File: config.mk
export PLATFORM = sky130hd
export DESIGN_NAME = bfsp_ram
export DESIGN_NICKNAME = d
export VERILOG_FILES = /design/src/hdl/bfsp_ram.sv
export SDC_FILE = /design/constraint.sdc
export NUM_CORES = 1
export LEC_CHECK = 0
export BUFFER_PORTS_ARGS = -buffer_cell sky130_fd_sc_hd__clkbuf_2
export CORE_ASPECT_RATIO = 1.75
export CORE_MARGIN = 2
export CORE_UTILIZATION = 50
export CTS_BUF_LIST = sky130_fd_sc_hd__clkbuf_4
export DETAILED_ROUTE_END_ITERATION = 16
export PLACE_DENSITY = 0.67
export RECOVER_POWER = 25
export SLEW_MARGIN = 20
export SYNTH_ARGS = -nofsm -noshare
export SYNTH_HDL_FRONTEND = slang
export SYNTH_SLANG_ARGS = --single-unit
File: constraint.sdc
create_clock -name clk -period 3.2 [get_ports clk]
set_input_delay 0.32 -clock clk [delete_from_list [all_inputs] [get_ports clk]]
set_output_delay 0.32 -clock clk [all_outputs]
set_load 0.05 [all_outputs]
File: src/hdl/bfsp_ram.sv
// ----------------------------------------------------------------------------
// bfsp_ram
// simple dual port ram, one write and one registered read per cycle
// ----------------------------------------------------------------------------
`default_nettype none

module bfsp_ram #(
    parameter int WIDTH = 8,
    parameter int DEPTH = 16
) (
    input  wire logic                     clk,
    input  wire logic                     we,
    input  wire logic [$clog2(DEPTH)-1:0] waddr,
    input  wire logic [WIDTH-1:0]         wdata,
    input  wire logic [$clog2(DEPTH)-1:0] raddr,
    output logic      [WIDTH-1:0]         rdata
);

    logic [WIDTH-1:0] mem [DEPTH];

    // write port and registered read, read returns the old word on collision
    always_ff @(posedge clk)
    begin
        if (we)
        begin
            mem[waddr] <= wdata;
        end
        rdata <= mem[raddr];
    end

endmodule

`default_nettype wire

# == Word-level counts from Yosys, hierarchy flattened ==
# Memory sizes are Yosys's and may differ from the RTL's. A register that Yosys moved wholly into a read port is not among the register bits.
# Index checks and enable logic that the tools add are counted.
# Widths: inputs -> output; s select.
# word_totals
register_bits,0
ram_bits,128
in_bits,18
out_inout_bits,8
word_cells,3
memories,1
# classes
muxes,2
# memory_table
name,words,word_bits,rd,rd_ports_with_merged_regs,write_ports,line,rtl
mem,16,8,1,1,1,19,logic [WIDTH-1:0] mem [DEPTH];
# ops
op,count
$mux 1,2

# == Logic depth before layout (Yosys ltp) ==
# Gate-level depths: netlist of run 1.
# depth
word_depth,2
mapped_depth,5
ltp_nobuf,3

# == Least setup slack after synthesis of run 1 ==
# OpenSTA, ideal clock, no wires.
# synth_path
kind,input -> register
start,input port waddr[2]
end,memory mem[0][0] (enable)
arrival_ns,1.430
path_slack_ns,1.387
cell_stages,2
path_cell_list,or3b_2 -> nor3_1
# synth_rtl
item,line,rtl
start: declaration,13,"input wire logic [$clog2(DEPTH)-1:0] waddr,"
end: declaration,19,
# Straight into the memory's write port.

# == Worst setup path after layout of run 1 ==
# layout_path
start,input port waddr[2]
end,memory mem[1][5] (enable)
# Straight into the memory's write port.

==> metrics, run 1 <==
status=finished, final reports clean; clk sinks=around 140; chip height=roughly 140 µm; # IOs=26; Setup CP Type=in -> reg; Buf/Inv on CP=1; area share of fa/ha/maj cells after synthesis=0; RSZ-0062 raised after global routing=no; first-pass GRT wire length=between 10000 and 15000 µm; Synth Area in Compound Gates=0.0233; distinct cell type count after synthesis=19; Synth Cell Area=around 0.005 mm²; XOR/XNOR Fraction of Synth Area=0; Post-Layout Inst Area=0.00567 mm²; Min Hold Slack=between 0.2 and 0.3 ns; R2R setup slack=1.91 ns; CP cell instances=clkbuf_2 > or3b_2 > nor2_1; CTS Root Cell=clkbuf_4; routed vias/inst=around 5.7; largest family of logic cells by synthesized area=multiplexers; port bufs=25; Post-Syn Instances=around 230; share of cells above drive strength 1=0.254; area grow syn2layout=10.1%; Max IR drop VDD=about 0.00029 V; Post-Route WL=9510 µm; worst slew pin tran=slightly above 1 ns; FF-to-FF path depth=3; final hold vios=0; Worst EP required=approximately 3.3 ns; crit end category=register; die area=~0.011 mm²; Clk Latency, worst-skew pair=slightly above 0.5 ns; Placed Area=approximately 0.0054 mm²; Worst Hold Class=in -> reg; multiplexer share of the synthesized area=0.150; Die Wd=about 81 µm; GRT Residual Overflow=0; Worst Skew=around 0.016 ns; GPL Wtd Cong=0.788; Final nets=between 200 and 300; TNS Setup=0 ns; hold_buf cts=0; clk slew on worst S/H paths=0.11 ns; HPWL Detailed=between 6000 and 7000 µm; via count=~2400; FF+latch count, synth=around 140; CP max FO=8; startpoint type of the worst setup path=input port; Iter 0 DRT Violations=about 160; CP startpoint=waddr[2]; Max Cap Viol=0; Syn Area/Cell=22.5 µm²; 1st-pass router iterations=4; CP peak stage delay=about 0.70 ns; post-route minimum period=between 1.5 and 2 ns; Arrival @ worst endpoint=1.65 ns; register area share after synthesis=0.778; CTS tree=yes; core area=a little over 0.01 mm²; CP Capture Point=mem[1][5]; number of global-route vias before repair=2547; clk buf depth=2; H-tree Lvls=4; setup bufs post-CTS=0; total track usage=0.192; Post-CTS Resized=0; r2r endpoint=rdata[5]; simple-gate portion of the synthesized area=0.0318; Initial Utilization=0.506; Fillers=between 800 and 900; final setup violation count=0; # rows=between 40 and 50; Antenna Nets Post-Route=0; CP Depth=3; DRC viols=0; initial antenna violation count=1; Pleak=1.87 nW; routed length per instance=about 23 µm; Max transition margin=0.306; maximum clock rate=approximately 660 MHz; Ys Warns=0; R2R Path Start=mem[8][5]; Crit-path slowest cell=nor2_1; critical path's top delay family=simple AND/OR/NAND/NOR gates; syn nets=247; PwrDens=a little under 600 mW/mm²; largest net degree at the start of global routing=33; post-route clock period utilization=0.473; Max Slew Vio Count=0; cts bufs inserted=17
-- kinds of logic after synthesis --
family / count (synthesis)
and+or+nand+nor: 35
buffers and inverters: 10
muxes: 32
AOI/OAI and AO/OA: 16
DFF: 136
-- flip-flops by register name (all words and copies together) (netlist names) --
register	flops
rdata	8
mem	128
-- through the flow --
| stage | utilization | instances | worst slack (ns) | power, W |
|---|---|---|---|---|
| final | 0.557 | 411 | 1.69 | 0.00327 |
| after global routing | 0.557 | 411 | 1.60 | 0.00338 |
| after floorplan | - | 229 | 1.39 | 0.00218 |
| after global placement | 0.532 | 378 | 1.13 | 0.00225 |
| after detailed placement | 0.532 | 378 | 1.14 | 0.00226 |
| after CTS | 0.558 | 410 | 1.69 | 0.00329 |
-- placed cells by master, fill, tap and decap left out --
master,synthesis,layout
and2b_1,1,1
clkinv_2,0,2
mux4_1,14,14
diode_2,0,1
a22oi_1,16,16
clkbuf_1,0,7
clkinv_1,0,4
clkbuf_2,0,18
nand3b_1,2,2
nor2b_1,1,1
bufinv_16,0,2
edfxtp_1,128,128
nand2_1,9,9
and2_1,1,1
mux4_2,18,18
clkbuf_4,0,24
nand2b_1,2,2
nand3_1,1,1
nor2_1,13,13
buf_4,1,6
or3b_2,1,1
nor3_1,4,4
buf_12,0,1
dfxtp_1,8,8
-- cell type report --
class,count,area (µm²),area share
clock buffer,24,180,0.0318
multi-input combinational,83,1060,0.186
timing repair buffer,32,181,0.0320
sequential,136,4000,0.706
antenna,1,2.50,0.000441
tap,127,159,0.0280
clock inverter,8,85.1,0.0150
-- Yosys cell counts --
| master | number | area, µm² |
|---|---|---|
| edfxtp_1 | 128 | 3840 |
| dfxtp_1 | 8 | 160 |
| nand2_1 | 9 | 33.8 |
| mux4_2 | 18 | 405 |
| nor2_1 | 13 | 48.8 |
| buf_2 | 3 | 15.0 |
| nand2b_1 | 2 | 12.5 |
| nand3_1 | 1 | 5.00 |
| nand3b_1 | 2 | 15.0 |
| and2_1 | 1 | 6.26 |
| buf_6 | 3 | 33.8 |
| and2b_1 | 1 | 7.51 |
| clkdlybuf4s25_2 | 3 | 30.0 |
| nor3_1 | 4 | 20.0 |
| nor2b_1 | 1 | 6.26 |
| mux4_1 | 14 | 368 |
| or3b_2 | 1 | 8.76 |
| buf_4 | 1 | 7.51 |
| a22oi_1 | 16 | 120 |
-- worst min-delay path by stage --
stage               slack, ns        end  depth (start not counted)        from
finish                   0.25  mem[7][7]                          1    wdata[7]
global route             0.23  mem[7][7]                          1    wdata[7]
CTS                      0.20  mem[6][2]                          1    wdata[2]
detailed placement       0.67   rdata[1]                          3  mem[14][1]
global placement         0.65   rdata[0]                          3  mem[15][0]
floorplan                0.42  mem[0][0]                          0    wdata[0]
-- power by group --
| group | total, W | internal, W | switching (W) | leakage [nW] |
|---|---|---|---|---|
| sequential | 0.00200 | 0.00199 | 0.0000120 | 1.22 |
| clock | 0.00105 | 0.000513 | 0.000541 | 0.153 |
| combinational | 0.000211 | 0.0000732 | 0.000138 | 0.495 |
| total | 0.00327 | 0.00257 | 0.000691 | 1.87 |
-- layer usage --
| layer | vias to the layer above | track usage | share of wire |
|---|---|---|---|
| met3 | 14 | 0.0496 | 0.046 |
| li1 | 1058 | - | - |
| met5 | - | 0 | 0 |
| met4 | 0 | 0.0928 | 0.018 |
| met1 | 1208 | 0.235 | 0.37 |
| met2 | 71 | 0.314 | 0.56 |
-- worst reg2reg max path, delay by kind of cell, from the launching register on --
family / cells / cell delay, ns
compound gates: 1 / 0.20
mux: 1 / 0.52
flops: 1 / 0.39
simple gates: 1 / 0.08
(Power assumes the default switching activity.)
==> run 2, diff against run 1 <==
==> constraint.sdc (replaced) <==
create_clock -name clk -period 1.5 [get_ports clk]
set_input_delay 0.15 -clock clk [delete_from_list [all_inputs] [get_ports clk]]
set_output_delay 0.15 -clock clk [all_outputs]
set_load 0.05 [all_outputs]
==> run 2 against run 1 <==
Against the previous run: routed wire length decreased by 4.6%; count of clock-buffer cells in the layout shrank 4; critical path depth did not move; via count increased by 2.2%; critical endpoint is now rdata[2].
==> metrics, run 2 (synthesized netlist as in run 1, its figures left out) <==
Setup WS post-layout=approximately 0.18 ns; Fillers=806; CTS Root Cell=clkbuf_4; chip height=138 µm; clk slew on worst S/H paths=0.11 ns; Max Cap Viol=0; Worst Skew=between 0.01 and 0.015 ns; via count=2402; RSZ-0062 raised after global routing=no; Max Slew Vio Count=0; Clk Latency, worst-skew pair=around 0.50 ns; core area=between 0.01 and 0.015 mm²; # IOs=26; H-tree Lvls=4; Hold EP=mem[9][5]; crit end category=register; CTS tree=yes; Post-Place Worst Slack=-0.0110 ns; Worst Hold Class=in -> reg; Worst EP required=around 1.9 ns; cts bufs inserted=17; DRC viols=0; biggest regs=mem x128, rdata x8; Pleak=2.03 nW; r2r endpoint=rdata[2]; Arrival @ worst endpoint=between 1.5 and 2 ns; startpoint type of the worst setup path=register; die area=0.0112 mm²; status=finished, final reports clean; post-route minimum period=1.32 ns; Antenna Nets Post-Route=0; total track usage=0.180; GRT Residual Overflow=0; hold_buf cts=0; Final nets=313; maximum clock rate=~760 MHz; Iter 0 DRT Violations=127; initial antenna violation count=1; Placed Area=about 0.0056 mm²; final setup violation count=0; # rows=49; Worst Hold Launch=wdata[5]; fin util=0.582; post-route clock period utilization=0.880; Tot Pwr=roughly 0.0072 W; Setup CP Type=reg -> reg; clk sinks=between 100 and 150; PwrDens=between 1000 and 1500 mW/mm²; Biggest register=mem; Max IR drop VDD=around 0.00056 V; routed length per instance=20.8 µm; first-pass GRT wire length=13800 µm; port bufs=25; Post-Layout Inst Area=about 0.006 mm²; final hold vios=0; largest net degree at the start of global routing=33; share of cells above drive strength 1=0.326; Post-Route WL=~9100 µm; most common cell after layout, fill and taps aside=edfxtp_1; routed vias/inst=~5.5; GPL Wtd Cong=0.760; HPWL Detailed=about 6300 µm; worst slew pin tran=0.653 ns; max FFs per register=approximately 130; clk buf depth=2; Post-CTS Resized=0; FF-to-FF path depth=3; cell depth of the worst hold path=1; Max transition margin=0.564; number of global-route vias before repair=2570; Die Wd=80.7 µm; area grow syn2layout=15.2%; R2R setup slack=0.18 ns; 1st-pass router iterations=4; most frequent cells in the layout=128 x edfxtp_1, 29 x buf_4, 20 x clkbuf_4; setup bufs post-CTS=0; Initial Utilization=0.506; CP max FO=1; R2R Path Start=mem[1][2]
==> run 2: worst max-delay path by stage <==
stage,slack (ns),startpoint,cells after the start,endpoint
2_1_floorplan,0.08,waddr[2],2,mem[3][0]
3_3_place_gp,-0.001,raddr[0],6,rdata[3]
3_5_place_dp,-0.01,raddr[0],5,rdata[1]
4_1_cts,0.12,rdata[6],1,rdata[6]
5_1_grt,0.08,mem[1][1],3,rdata[1]
6_report,0.18,mem[1][2],3,rdata[2]
==> run 2: final cells by class <==
cell class / instances / area, µm² / area share
Clock buffer: 20 / 150 / 0.0253
Sequential cell: 136 / 4000 / 0.675
Clock inverter: 11 / 155 / 0.0262
Timing Repair Buffer: 57 / 395 / 0.0667
Tap cell: 127 / 159 / 0.0268
Multi-Input combinational cell: 83 / 1060 / 0.179
Antenna cell: 1 / 2.50 / 0.000422
==> run 2: power by group <==
group          internal [W]  switching (W)
sequential          0.00424      0.0000240
clock               0.00135        0.00115
combinational      0.000186       0.000298
total               0.00578        0.00147
==> run 2: stage by stage <==
step	std cells	hold WS (ns)	setup TNS [ns]
CTS	434	0.0296	0
global placement	403	0.549	-0.00147
finish	435	0.0837	0
detailed placement	403	0.593	-0.0218
global route	435	0.0493	0
floorplan	229	0.249	0
==> run 2: worst max-delay path: stages, from the launching register on <==
cell and delay [ns]:
edfxtp_1 0.40, mux4_1 0.52, a22oi_1 0.23, nand2_1 0.08
==> run 2: layer usage <==
layer | vias to the layer above | global-route usage | wire length (µm)
li1 | 1106 | - | -
met1 | 1221 | 0.186 | 3250
met2 | 67 | 0.328 | 5400
met3 | 8 | 0.0568 | 312
met4 | 0 | 0.0731 | 108
met5 | - | 0 | 0
